### src/rtl/core/slpd_pkg.sv
// ----------------------------------------------------------------------------
// slpd_pkg
// shared types, codes and reset values for the status led pattern driver
// ----------------------------------------------------------------------------
package slpd_pkg;

	localparam int unsigned TickW   = 32;
	localparam int unsigned PeriodW = 16;
	localparam int unsigned PatW    = 3;
	localparam int unsigned ModeW   = 2;
	localparam int unsigned CfgIdxW = 3;
	localparam int unsigned CfgW    = 16;

	// configuration register indexes
	typedef enum logic [CfgIdxW-1:0] {
		CFG_SLOW_PERIOD       = 3'd0,
		CFG_MEDIUM_PERIOD     = 3'd1,
		CFG_FAST_PERIOD       = 3'd2,
		CFG_PULSE_LENGTH      = 3'd3,
		CFG_STATUS_ACTIVE_LOW = 3'd4,
		CFG_DATA_ACTIVE_LOW   = 3'd5
	} cfg_idx_t;

	localparam logic [PeriodW-1:0] SLOW_PERIOD_RST  = 16'd100;
	localparam logic [PeriodW-1:0] MEDIUM_PERIOD_RST = 16'd50;
	localparam logic [PeriodW-1:0] FAST_PERIOD_RST  = 16'd20;
	localparam logic [PeriodW-1:0] PULSE_LENGTH_RST = 16'd10;
	localparam logic               STATUS_ACTIVE_LOW_RST = 1'b1;
	localparam logic               DATA_ACTIVE_LOW_RST   = 1'b0;

	// status pattern codes
	localparam logic [ModeW-1:0] MODE_ON     = 2'd0;
	localparam logic [ModeW-1:0] MODE_SLOW   = 2'd1;
	localparam logic [ModeW-1:0] MODE_MEDIUM = 2'd2;
	localparam logic [ModeW-1:0] MODE_FAST   = 2'd3;

	// second led pattern codes
	localparam logic [PatW-1:0] PAT_OFF    = 3'd0;
	localparam logic [PatW-1:0] PAT_ON     = 3'd1;
	localparam logic [PatW-1:0] PAT_DOUBLE = 3'd5;

	typedef struct packed {
		logic              update_busy;
		logic              network_up;
		logic              broker_up;
		logic [TickW-1:0]  now_ticks;
		logic              request_valid;
		logic [PatW-1:0]   request_pattern;
	} pass_in_t;

	typedef struct packed {
		logic              status_pin;
		logic              data_pin;
		logic [ModeW-1:0]  status_mode;
		logic              double_blink_busy;
	} pass_out_t;

	typedef struct packed {
		logic [PeriodW-1:0] slow_period;
		logic [PeriodW-1:0] medium_period;
		logic [PeriodW-1:0] fast_period;
		logic [PeriodW-1:0] pulse_length;
		logic               status_active_low;
		logic               data_active_low;
	} cfg_t;

	typedef struct packed {
		logic [ModeW-1:0] mode;
		logic             driven_on;
	} status_res_t;

	typedef struct packed {
		logic driven_on;
		logic double_busy;
	} data_res_t;

	// wrapping elapsed-time test
	function automatic logic reached(input logic [TickW-1:0] now, input logic [TickW-1:0] mark,
		input logic [PeriodW-1:0] period);
		logic [TickW-1:0] elapsed;
		elapsed = now - mark;
		return elapsed >= {{(TickW-PeriodW){1'b0}}, period};
	endfunction

endpackage

### src/rtl/core/slpd_stream_if.sv
// ----------------------------------------------------------------------------
// slpd_stream_if
// valid/ready channel carrying one payload struct
// ----------------------------------------------------------------------------
interface slpd_stream_if #(
	parameter type payload_t = logic
);
	logic     valid;
	logic     ready;
	payload_t payload;

	modport source (output valid, output payload, input ready);
	modport sink   (input valid, input payload, output ready);
endinterface

### src/rtl/core/slpd_status.sv
// ----------------------------------------------------------------------------
// slpd_status
// status led mode selection, blink timing and held state
// ----------------------------------------------------------------------------
module slpd_status
	import slpd_pkg::*;
(
	input  logic              clk,
	input  logic              arst_n,
	input  logic              step_en,
	input  pass_in_t          pass,
	input  cfg_t              cfg,
	output status_res_t       res
);

	logic [TickW-1:0]   status_mark_q;
	logic               status_lit_q;
	logic               status_driven_on_q;
	logic [ModeW-1:0]   mode;
	logic               driven_on;
	logic [PeriodW-1:0] period;
	logic               hit;

	always_comb begin
		priority if (pass.update_busy) begin
			mode = MODE_FAST;
		end else if (pass.network_up) begin
			mode = pass.broker_up ? MODE_ON : MODE_MEDIUM;
		end else begin
			mode = MODE_SLOW;
		end
	end

	always_comb begin
		unique case (mode)
			MODE_SLOW:   period = cfg.slow_period;
			MODE_MEDIUM: period = cfg.medium_period;
			default:     period = cfg.fast_period;
		endcase
	end

	// steady on never toggles
	assign hit = (mode != MODE_ON) && reached(pass.now_ticks, status_mark_q, period);

	always_comb begin
		if (mode == MODE_ON) begin
			driven_on = 1'b1;
		end else if (hit) begin
			driven_on = ~status_lit_q;
		end else begin
			driven_on = status_driven_on_q;
		end
	end

	assign res.mode      = mode;
	assign res.driven_on = driven_on;

	always_ff @(posedge clk or negedge arst_n) begin
		if (!arst_n) begin
			status_mark_q      <= '0;
			status_lit_q       <= 1'b0;
			status_driven_on_q <= 1'b0;
		end else if (step_en) begin
			status_driven_on_q <= driven_on;
			if (hit) begin
				status_lit_q  <= ~status_lit_q;
				status_mark_q <= pass.now_ticks;
			end
		end
	end

endmodule

### src/rtl/core/slpd_data.sv
// ----------------------------------------------------------------------------
// slpd_data
// second led pattern store and double blink sequencer
// ----------------------------------------------------------------------------
module slpd_data
	import slpd_pkg::*;
(
	input  logic      clk,
	input  logic      arst_n,
	input  logic      step_en,
	input  pass_in_t  pass,
	input  cfg_t      cfg,
	output data_res_t res
);

	typedef enum logic [3:0] {
		PH_FIRST_ON  = 4'b0001,
		PH_FIRST_OFF = 4'b0010,
		PH_SECOND_ON = 4'b0100,
		PH_LAST_OFF  = 4'b1000
	} phase_t;

	phase_t           phase_q, phase_d;
	logic [PatW-1:0]  pattern_q, pattern_cur, pattern_d;
	logic [TickW-1:0] data_mark_q, mark_d;
	logic             driven_on_q, driven_on_d;
	logic             hit;

	// a request replaces the stored pattern before the pass
	assign pattern_cur = pass.request_valid ? pass.request_pattern : pattern_q;
	assign hit         = reached(pass.now_ticks, data_mark_q, cfg.pulse_length);

	always_comb begin
		phase_d     = phase_q;
		pattern_d   = pattern_cur;
		mark_d      = data_mark_q;
		driven_on_d = driven_on_q;
		if (pattern_cur == PAT_DOUBLE) begin
			unique case (phase_q)
				PH_FIRST_ON: begin
					driven_on_d = 1'b1;
					mark_d      = pass.now_ticks;
					phase_d     = PH_FIRST_OFF;
				end
				PH_FIRST_OFF: begin
					if (hit) begin
						driven_on_d = 1'b0;
						mark_d      = pass.now_ticks;
						phase_d     = PH_SECOND_ON;
					end
				end
				PH_SECOND_ON: begin
					if (hit) begin
						driven_on_d = 1'b1;
						mark_d      = pass.now_ticks;
						phase_d     = PH_LAST_OFF;
					end
				end
				default: begin
					if (hit) begin
						driven_on_d = 1'b0;
						pattern_d   = PAT_OFF;
						phase_d     = PH_FIRST_ON;
					end
				end
			endcase
		end else begin
			driven_on_d = (pattern_cur == PAT_ON);
		end
	end

	assign res.driven_on   = driven_on_d;
	assign res.double_busy = (pattern_d == PAT_DOUBLE);

	always_ff @(posedge clk or negedge arst_n) begin
		if (!arst_n) begin
			phase_q     <= PH_FIRST_ON;
			pattern_q   <= PAT_OFF;
			data_mark_q <= '0;
			driven_on_q <= 1'b0;
		end else if (step_en) begin
			phase_q     <= phase_d;
			pattern_q   <= pattern_d;
			data_mark_q <= mark_d;
			driven_on_q <= driven_on_d;
		end
	end

endmodule

### src/rtl/core/slpd_cfg.sv
// ----------------------------------------------------------------------------
// slpd_cfg
// configuration register file with plain write port
// ----------------------------------------------------------------------------
module slpd_cfg
	import slpd_pkg::*;
(
	input  logic               clk,
	input  logic               arst_n,
	input  logic               cfg_we,
	input  logic [CfgIdxW-1:0] cfg_index,
	input  logic [CfgW-1:0]    cfg_wdata,
	output cfg_t               cfg
);

	cfg_t cfg_q;

	always_ff @(posedge clk or negedge arst_n) begin
		if (!arst_n) begin
			cfg_q.slow_period       <= SLOW_PERIOD_RST;
			cfg_q.medium_period     <= MEDIUM_PERIOD_RST;
			cfg_q.fast_period       <= FAST_PERIOD_RST;
			cfg_q.pulse_length      <= PULSE_LENGTH_RST;
			cfg_q.status_active_low <= STATUS_ACTIVE_LOW_RST;
			cfg_q.data_active_low   <= DATA_ACTIVE_LOW_RST;
		end else if (cfg_we) begin
			// writes beyond the register list are dropped
			case (cfg_index)
				CFG_SLOW_PERIOD:       cfg_q.slow_period       <= cfg_wdata;
				CFG_MEDIUM_PERIOD:     cfg_q.medium_period     <= cfg_wdata;
				CFG_FAST_PERIOD:       cfg_q.fast_period       <= cfg_wdata;
				CFG_PULSE_LENGTH:      cfg_q.pulse_length      <= cfg_wdata;
				CFG_STATUS_ACTIVE_LOW: cfg_q.status_active_low <= cfg_wdata[0];
				CFG_DATA_ACTIVE_LOW:   cfg_q.data_active_low   <= cfg_wdata[0];
				default: ;
			endcase
		end
	end

	assign cfg = cfg_q;

endmodule

### src/rtl/core/status_led_pattern_driver.sv
// ----------------------------------------------------------------------------
// status_led_pattern_driver
// one service pass per transaction: status led blink by priority rule,
// second led steady or double blink, pin levels through polarity registers
// ----------------------------------------------------------------------------
//
// channel  | role | payload
// ---------+------+---------------------------------------------------------
// in_ch    | sink | update_busy, network_up, broker_up, now_ticks,
//          |      | request_valid, request_pattern
// out_ch   | src  | status_pin, data_pin, status_mode, double_blink_busy
// cfg_*    | wr   | cfg_we, cfg_index, cfg_wdata (16 bit, no read-back)
//
// one transaction per cycle sustained while out_ch is ready; a pass is
// captured in the input register, evaluated combinationally and lands in
// the output register, which offers the result on out_ch
// arst_n clears the led state, the pipeline valids and loads register defaults
// a stalled output holds its result; the input register accepts while it is
// empty or while the output register is empty or being drained in the same cycle
// ----------------------------------------------------------------------------
module status_led_pattern_driver
	import slpd_pkg::*;
(
	input  logic               clk,
	input  logic               arst_n,
	slpd_stream_if.sink        in_ch,
	slpd_stream_if.source      out_ch,
	input  logic               cfg_we,
	input  logic [CfgIdxW-1:0] cfg_index,
	input  logic [CfgW-1:0]    cfg_wdata
);

	cfg_t        cfg;
	pass_in_t    pass_s1;
	logic        valid_s1;
	pass_out_t   result_q;
	logic        out_valid_q;
	logic        out_free;
	logic        advance;
	logic        in_accept;
	status_res_t status_res;
	data_res_t   data_res;

	slpd_cfg u_cfg (
		.clk       (clk),
		.arst_n    (arst_n),
		.cfg_we    (cfg_we),
		.cfg_index (cfg_index),
		.cfg_wdata (cfg_wdata),
		.cfg       (cfg)
	);

	// output register can take a result this cycle
	assign out_free    = !out_valid_q || out_ch.ready;
	// the pass in the input register is evaluated and retires its state update
	assign advance     = valid_s1 && out_free;
	assign in_ch.ready = !valid_s1 || out_free;
	assign in_accept   = in_ch.valid && in_ch.ready;

	// input register
	always_ff @(posedge clk or negedge arst_n) begin
		if (!arst_n) begin
			valid_s1 <= 1'b0;
		end else begin
			valid_s1 <= in_accept || (valid_s1 && !advance);
		end
	end

	always_ff @(posedge clk) begin
		if (in_accept) begin
			pass_s1 <= in_ch.payload;
		end
	end

	// led state machines update only when the pass retires
	slpd_status u_status (
		.clk     (clk),
		.arst_n  (arst_n),
		.step_en (advance),
		.pass    (pass_s1),
		.cfg     (cfg),
		.res     (status_res)
	);

	slpd_data u_data (
		.clk     (clk),
		.arst_n  (arst_n),
		.step_en (advance),
		.pass    (pass_s1),
		.cfg     (cfg),
		.res     (data_res)
	);

	// result register
	always_ff @(posedge clk or negedge arst_n) begin
		if (!arst_n) begin
			out_valid_q <= 1'b0;
		end else begin
			out_valid_q <= advance || (out_valid_q && !out_ch.ready);
		end
	end

	always_ff @(posedge clk) begin
		if (advance) begin
			// polarity applied at the pin
			result_q.status_pin        <= status_res.driven_on ^ cfg.status_active_low;
			result_q.data_pin          <= data_res.driven_on ^ cfg.data_active_low;
			result_q.status_mode       <= status_res.mode;
			result_q.double_blink_busy <= data_res.double_busy;
		end
	end

	assign out_ch.valid   = out_valid_q;
	assign out_ch.payload = result_q;

endmodule

### src/flat_wrapper.sv
// flat-port wrapper written by rule: the top's interface ports become plain ports
module status_led_pattern_driver_flat import slpd_pkg::*;
  (clk, arst_n, cfg_we, cfg_index, cfg_wdata, in_ch_valid, in_ch_payload, in_ch_ready, out_ch_valid, out_ch_payload, out_ch_ready);
  slpd_stream_if #(.payload_t(pass_in_t)) in_ch_i ();
  slpd_stream_if #(.payload_t(pass_out_t)) out_ch_i ();
  input  logic clk;
  input  logic arst_n;
  input  logic cfg_we;
  input  logic [CfgIdxW-1:0] cfg_index;
  input  logic [CfgW-1:0] cfg_wdata;
  input wire logic [$bits(in_ch_i.valid)-1:0] in_ch_valid;
  input wire logic [$bits(in_ch_i.payload)-1:0] in_ch_payload;
  output wire logic [$bits(in_ch_i.ready)-1:0] in_ch_ready;
  output wire logic [$bits(out_ch_i.valid)-1:0] out_ch_valid;
  output wire logic [$bits(out_ch_i.payload)-1:0] out_ch_payload;
  input wire logic [$bits(out_ch_i.ready)-1:0] out_ch_ready;
  assign in_ch_i.valid = in_ch_valid;
  assign in_ch_i.payload = in_ch_payload;
  assign in_ch_ready = in_ch_i.ready;
  assign out_ch_valid = out_ch_i.valid;
  assign out_ch_payload = out_ch_i.payload;
  assign out_ch_i.ready = out_ch_ready;
  status_led_pattern_driver u_core (.clk(clk), .arst_n(arst_n), .in_ch(in_ch_i), .out_ch(out_ch_i), .cfg_we(cfg_we), .cfg_index(cfg_index), .cfg_wdata(cfg_wdata));
endmodule
### config.mk
export PLATFORM = sky130hd
export DESIGN_NAME = status_led_pattern_driver_flat
export DESIGN_NICKNAME = d
export VERILOG_FILES = /design/src/rtl/core/slpd_pkg.sv /design/src/rtl/core/slpd_stream_if.sv /design/src/rtl/core/slpd_status.sv /design/src/rtl/core/slpd_data.sv /design/src/rtl/core/slpd_cfg.sv /design/src/rtl/core/status_led_pattern_driver.sv /design/src/flat_wrapper.sv
export SDC_FILE = /design/constraint.sdc
export NUM_CORES = 1
export LEC_CHECK = 0
export BUFFER_PORTS_ARGS = -buffer_cell sky130_fd_sc_hd__buf_4
export CORE_ASPECT_RATIO = 0.6
export CORE_MARGIN = 1.5
export CORE_UTILIZATION = 55
export CTS_CLUSTER_DIAMETER = 100
export CTS_CLUSTER_SIZE = 10
export DETAILED_ROUTE_END_ITERATION = 12
export PLACE_DENSITY = 0.74
export SYNTH_ARGS = -nofsm -noshare
export SYNTH_HDL_FRONTEND = slang
export SYNTH_SLANG_ARGS = --single-unit
export TNS_END_PERCENT = 10
### constraint.sdc
create_clock -name clk -period 5.18 [get_ports clk]
set_clock_uncertainty 0.2 [all_clocks]
set_input_delay 0.518 -clock clk [delete_from_list [all_inputs] [get_ports clk]]
set_output_delay 0.518 -clock clk [all_outputs]
set_load 0.02 [all_outputs]
==> key figures <==
Pwr
  – Psw: 2.77 mW
  – Power share of the clock group: 19.8%
  – Power density cells: 494 mW/mm^2
  – Seq pwr share: 28.7%
  – Sw Share: 38.4%
  – Total power: 7.22 mW
  – Comb pwr share: 51.5%
  – Peak supply drop: 0.000294 V
  – Leakage: 6.46 nW
  – Internal power: 4.45 mW

Timing
  – Final setup violation count: 47
  – Fmax: 186 MHz
  – RSZ-0062 raised after global routing: yes
  – Rel. slew slack: 26.2%
  – Setup TNS Final: -6.00 ns
  – Final hold vios: 0
  – Slew Viols, Final: 0
  – Period utilization: 104%
  – Crit path setup slack, layout: -0.196 ns
  – Slew @ Worst Pin: 1.11 ns
  – Final critical-path required period: 5.38 ns

Final layout
  – Area Growth Syn to Fin: 21.1%
  – Fin area: 0.0146 sq mm
  – Most frequent cells in the layout: buf_4, dfrtp_1, inv_1
  – Antenna cells: 0
  – Number of fill cells: 1585
  – Multi-input logic area: 0.00688 sq mm
  – Register area: 0.00489 sq mm
  – Final net count: 1500
  – Fin cells: 1633
  – Share of cells above drive strength 1: 31.0%
  – Most common cell after layout, fill and taps aside: buf_4

CTS
  – Num Clock Sinks: 186
  – CTS clk-pin slew, worst paths: 0.07 ns
  – Clk buf depth: 2
  – Clock latency on the worst-skew pair: 0.44 ns
  – CTS root buffer: clkbuf_16
  – Depth of the CTS H-tree: 4
  – CTS Buf Count: 17
  – CTS tree: done

Floorplan
  – Die width: 194 um
  – Initial core utilization: 56.7%
  – I/O pins: 70
  – Die Height: 118 um
  – Die ar.: 0.0229 sq mm
  – Core area: 0.0213 sq mm
  – Row cnt: 41

Worst setup path
  – CP startpoint kind: flip-flop
  – Worst reg2reg startpoint: u_core.pass_s1[4]$_DFFE_PP_
  – Reg2reg setup slack: -0.20 ns
  – Critical path data required time: 5.31 ns
  – Critical path destination: u_core.u_data.data_mark_q[11]$_DFFE_PN0P_
  – Critical path peak fanout: 6
  – Critical path cell sequence: inv_2 > ha_4 > fa_2 > and2b_2 > o2111ai_4 > buf_4 > buf_4 > a211oi_4 > nor2_1 > xnor2_1 > ha_1 > nand2_1 > nor2_1 > a21oi_2 > o211ai_1 > or4_1 > or4_4 > or4_4 > o21ai_4 > a211oi_4 > clkbuf_16 > mux2_4
  – R2R depth: 22
  – Worst Path Arrival: 5.50 ns
  – Critical path class: reg2reg
  – Critical Path Source: u_core.pass_s1[4]$_DFFE_PP_
  – Worst setup EP type: flip-flop
  – RR Endpoint: u_core.u_data.data_mark_q[11]$_DFFE_PN0P_
  – Critical Path Slowest Stage Cell: or4_4
  – Max incr delay on CP: 0.53 ns

GRT
  – Initial antenna violation count: 0
  – Largest net degree at the start of global routing: 58
  – Total GRT Usage: 27.7%
  – GRT Residual Overflow: 0
  – First-pass GRT wire length: 49800 um
  – Vias in the first global route: 9341

Logic synthesis
  – Number of distinct library cells after synthesis: 81
  – Post-synth top area share: 26.9%
  – Main synth FF type: dfrtp_1
  – Mean Syn Cell Area: 10.3 sq um
  – Post-synthesis instance area: 0.0121 sq mm
  – Syn Nets: 1330
  – Post-synth ARST share: 76.3%
  – Synth area leaders: dfrtp_1, edfxtp_1, ha_1
  – Warnings, synthesis: 0
  – Post-synth top area cell: dfrtp_1
  – Syn Inst Count: 1171
  – Synthesized flop and latch total: 186
  – Post-synth EDFFs: 44
  – Seq/Total Area, Yosys: 40.5%

Drt
  – Iter 0 DRT Violations: 1018
  – Drt wl/cell: 19.3 um
  – Routed Antenna Nets: 0
  – DRT Pass-1 Iters: 5
  – WL final: 31500 um
  – DRC violations left: 0
  – DR vias: 9860
  – Routed vias/inst: 6.04

Placement
  – Port Buf Inserts: 69
  – Placed cells: 1578
  – Post-DP Area: 0.0136 sq mm
  – Post-DP HPWL: 23000 um
  – Pre-CTS setup slack: -0.354 ns
  – GPL Wtd Cong: 0.932

Worst hold path
  – Hold Path Class: in2reg

Status
  – Failing checks: negative setup slack
  – Status: complete, but fails checks

Run
  – Max Cap Viol: 0
cells in the mapped netlist (4+ instances only):
library cell and count:
a2111oi_0 4, a211o_1 5, a211oi_1 10, a21o_1 20, a21oi_1 84, a31oi_1 8, and2_1 4, and3_1 6
and4_1 5, clkbuf_1 35, dfrtp_1 130, dfstp_2 12, edfxtp_1 44, ha_1 94, inv_1 99, mux2_1 6
mux2_2 97, mux2_4 28, mux2i_1 7, nand2_1 75, nand2b_1 15, nand3_1 20, nand4_1 21, nor2_1 60
nor2b_1 5, nor3_1 14, nor4_1 9, nor4b_1 4, o211ai_1 12, o21a_1 14, o21ai_0 58, o21ai_1 7
o21bai_1 4, o221ai_1 5, o22a_1 17, o31ai_1 4, or3_1 6, or4_1 5, xnor2_1 30, xor2_1 17
routing by layer:
layer | vias up | GRT usage (%) | routed length (um)
met5 | - | 0 | 0
met4 | 0 | 5.71 | 427
met3 | 37 | 6.33 | 2320
met2 | 340 | 38.9 | 12700
met1 | 4848 | 43.1 | 16100
li1 | 4635 | - | -
timing repair:
item,4_1_cts,5_1_grt
hold buffers,1,0
pin swaps,11,5
endpoints found under the setup margin,73,76
gates resized for setup,23,29
endpoints found under the hold margin,24,0
setup buffers,9,7
gates cloned,3,3
flip-flops by register name, summed over array words and instances, names as in the netlist:
name,count
u_core.u_status.status_lit_q,1
u_core.u_data.pattern_q,3
u_core.u_data.data_mark_q,32
u_core.out_ch.payload,5
u_core.valid_s1,1
u_core.u_status.status_mark_q,32
u_core.pass_s1,39
u_core.u_data.phase_q,4
u_core.u_status.status_driven_on_q,1
u_core.u_cfg.cfg,66
u_core.u_data.driven_on_q,1
u_core.out_ch.valid,1
stage by stage:
stage | hold slack (ns) | utilization, %
floorplan | 0.0224 | -
global placement | 0.215 | 63.8
detailed placement | 0.212 | 63.8
CTS | 0.0254 | 67.8
global route | 0.0227 | 68.7
finish | 0.0428 | 68.7
kinds of logic after synthesis:
group                      Yosys count  synth area share, %
AOI/OAI and AO/OA                  297                 16.6
xor gates and xnor gates            47                 3.41
adders and majority gates           96                 10.1
buffers and inverters              143                 4.66
DFF                                186                 40.5
muxes                              138                 13.7
and+or+nand+nor                    264                 11.1
worst min-delay path by stage:
| stage | startpoint | to | slack [ns] | depth (start not counted) |
|---|---|---|---|---|
| after floorplan | arst_n | u_core.out_ch.valid$_DFF_PN0_ | 0.02 | 0 |
| after global placement | arst_n | u_core.u_data.pattern_q[1]$_DFFE_PN0P_ | 0.21 | 1 |
| after detailed placement | arst_n | u_core.u_data.pattern_q[1]$_DFFE_PN0P_ | 0.21 | 1 |
| after CTS | in_ch_payload[33] | u_core.pass_s1[33]$_DFFE_PP_ | 0.03 | 1 |
| after global routing | in_ch_payload[33] | u_core.pass_s1[33]$_DFFE_PP_ | 0.02 | 1 |
| final | in_ch_payload[33] | u_core.pass_s1[33]$_DFFE_PP_ | 0.04 | 1 |
area by class of cell:
class,count,area share [%]
inverters,100,2.57
well taps,279,2.39
flip-flops and latches,186,33.4
multi-input cells,845,47.0
repair buffers,191,10.2
clock inverters,12,1.21
clock buffers,20,3.13
power groups by stage:
stage                     clock, mW  combinational, mW  sequential (mW)
after global placement            0               3.33             2.07
after floorplan                   0               2.41             2.02
after CTS                      1.45               3.56             2.07
final                          1.43               3.72             2.08
after detailed placement          0               3.42             2.09
after global routing           1.51               4.07             2.12
worst max-delay path, delay by kind of cell (launching register included):
family                     cells  cell delay (ns)
and+or+nand+nor                7             1.93
AOI/OAI and AO/OA              6             0.93
adders and majority gates      3             0.75
buffers and inverters          4             0.60
DFF                            1             0.37
muxes                          1             0.29
xor gates and xnor gates       1             0.19
Power figures use the tool's default switching activity.
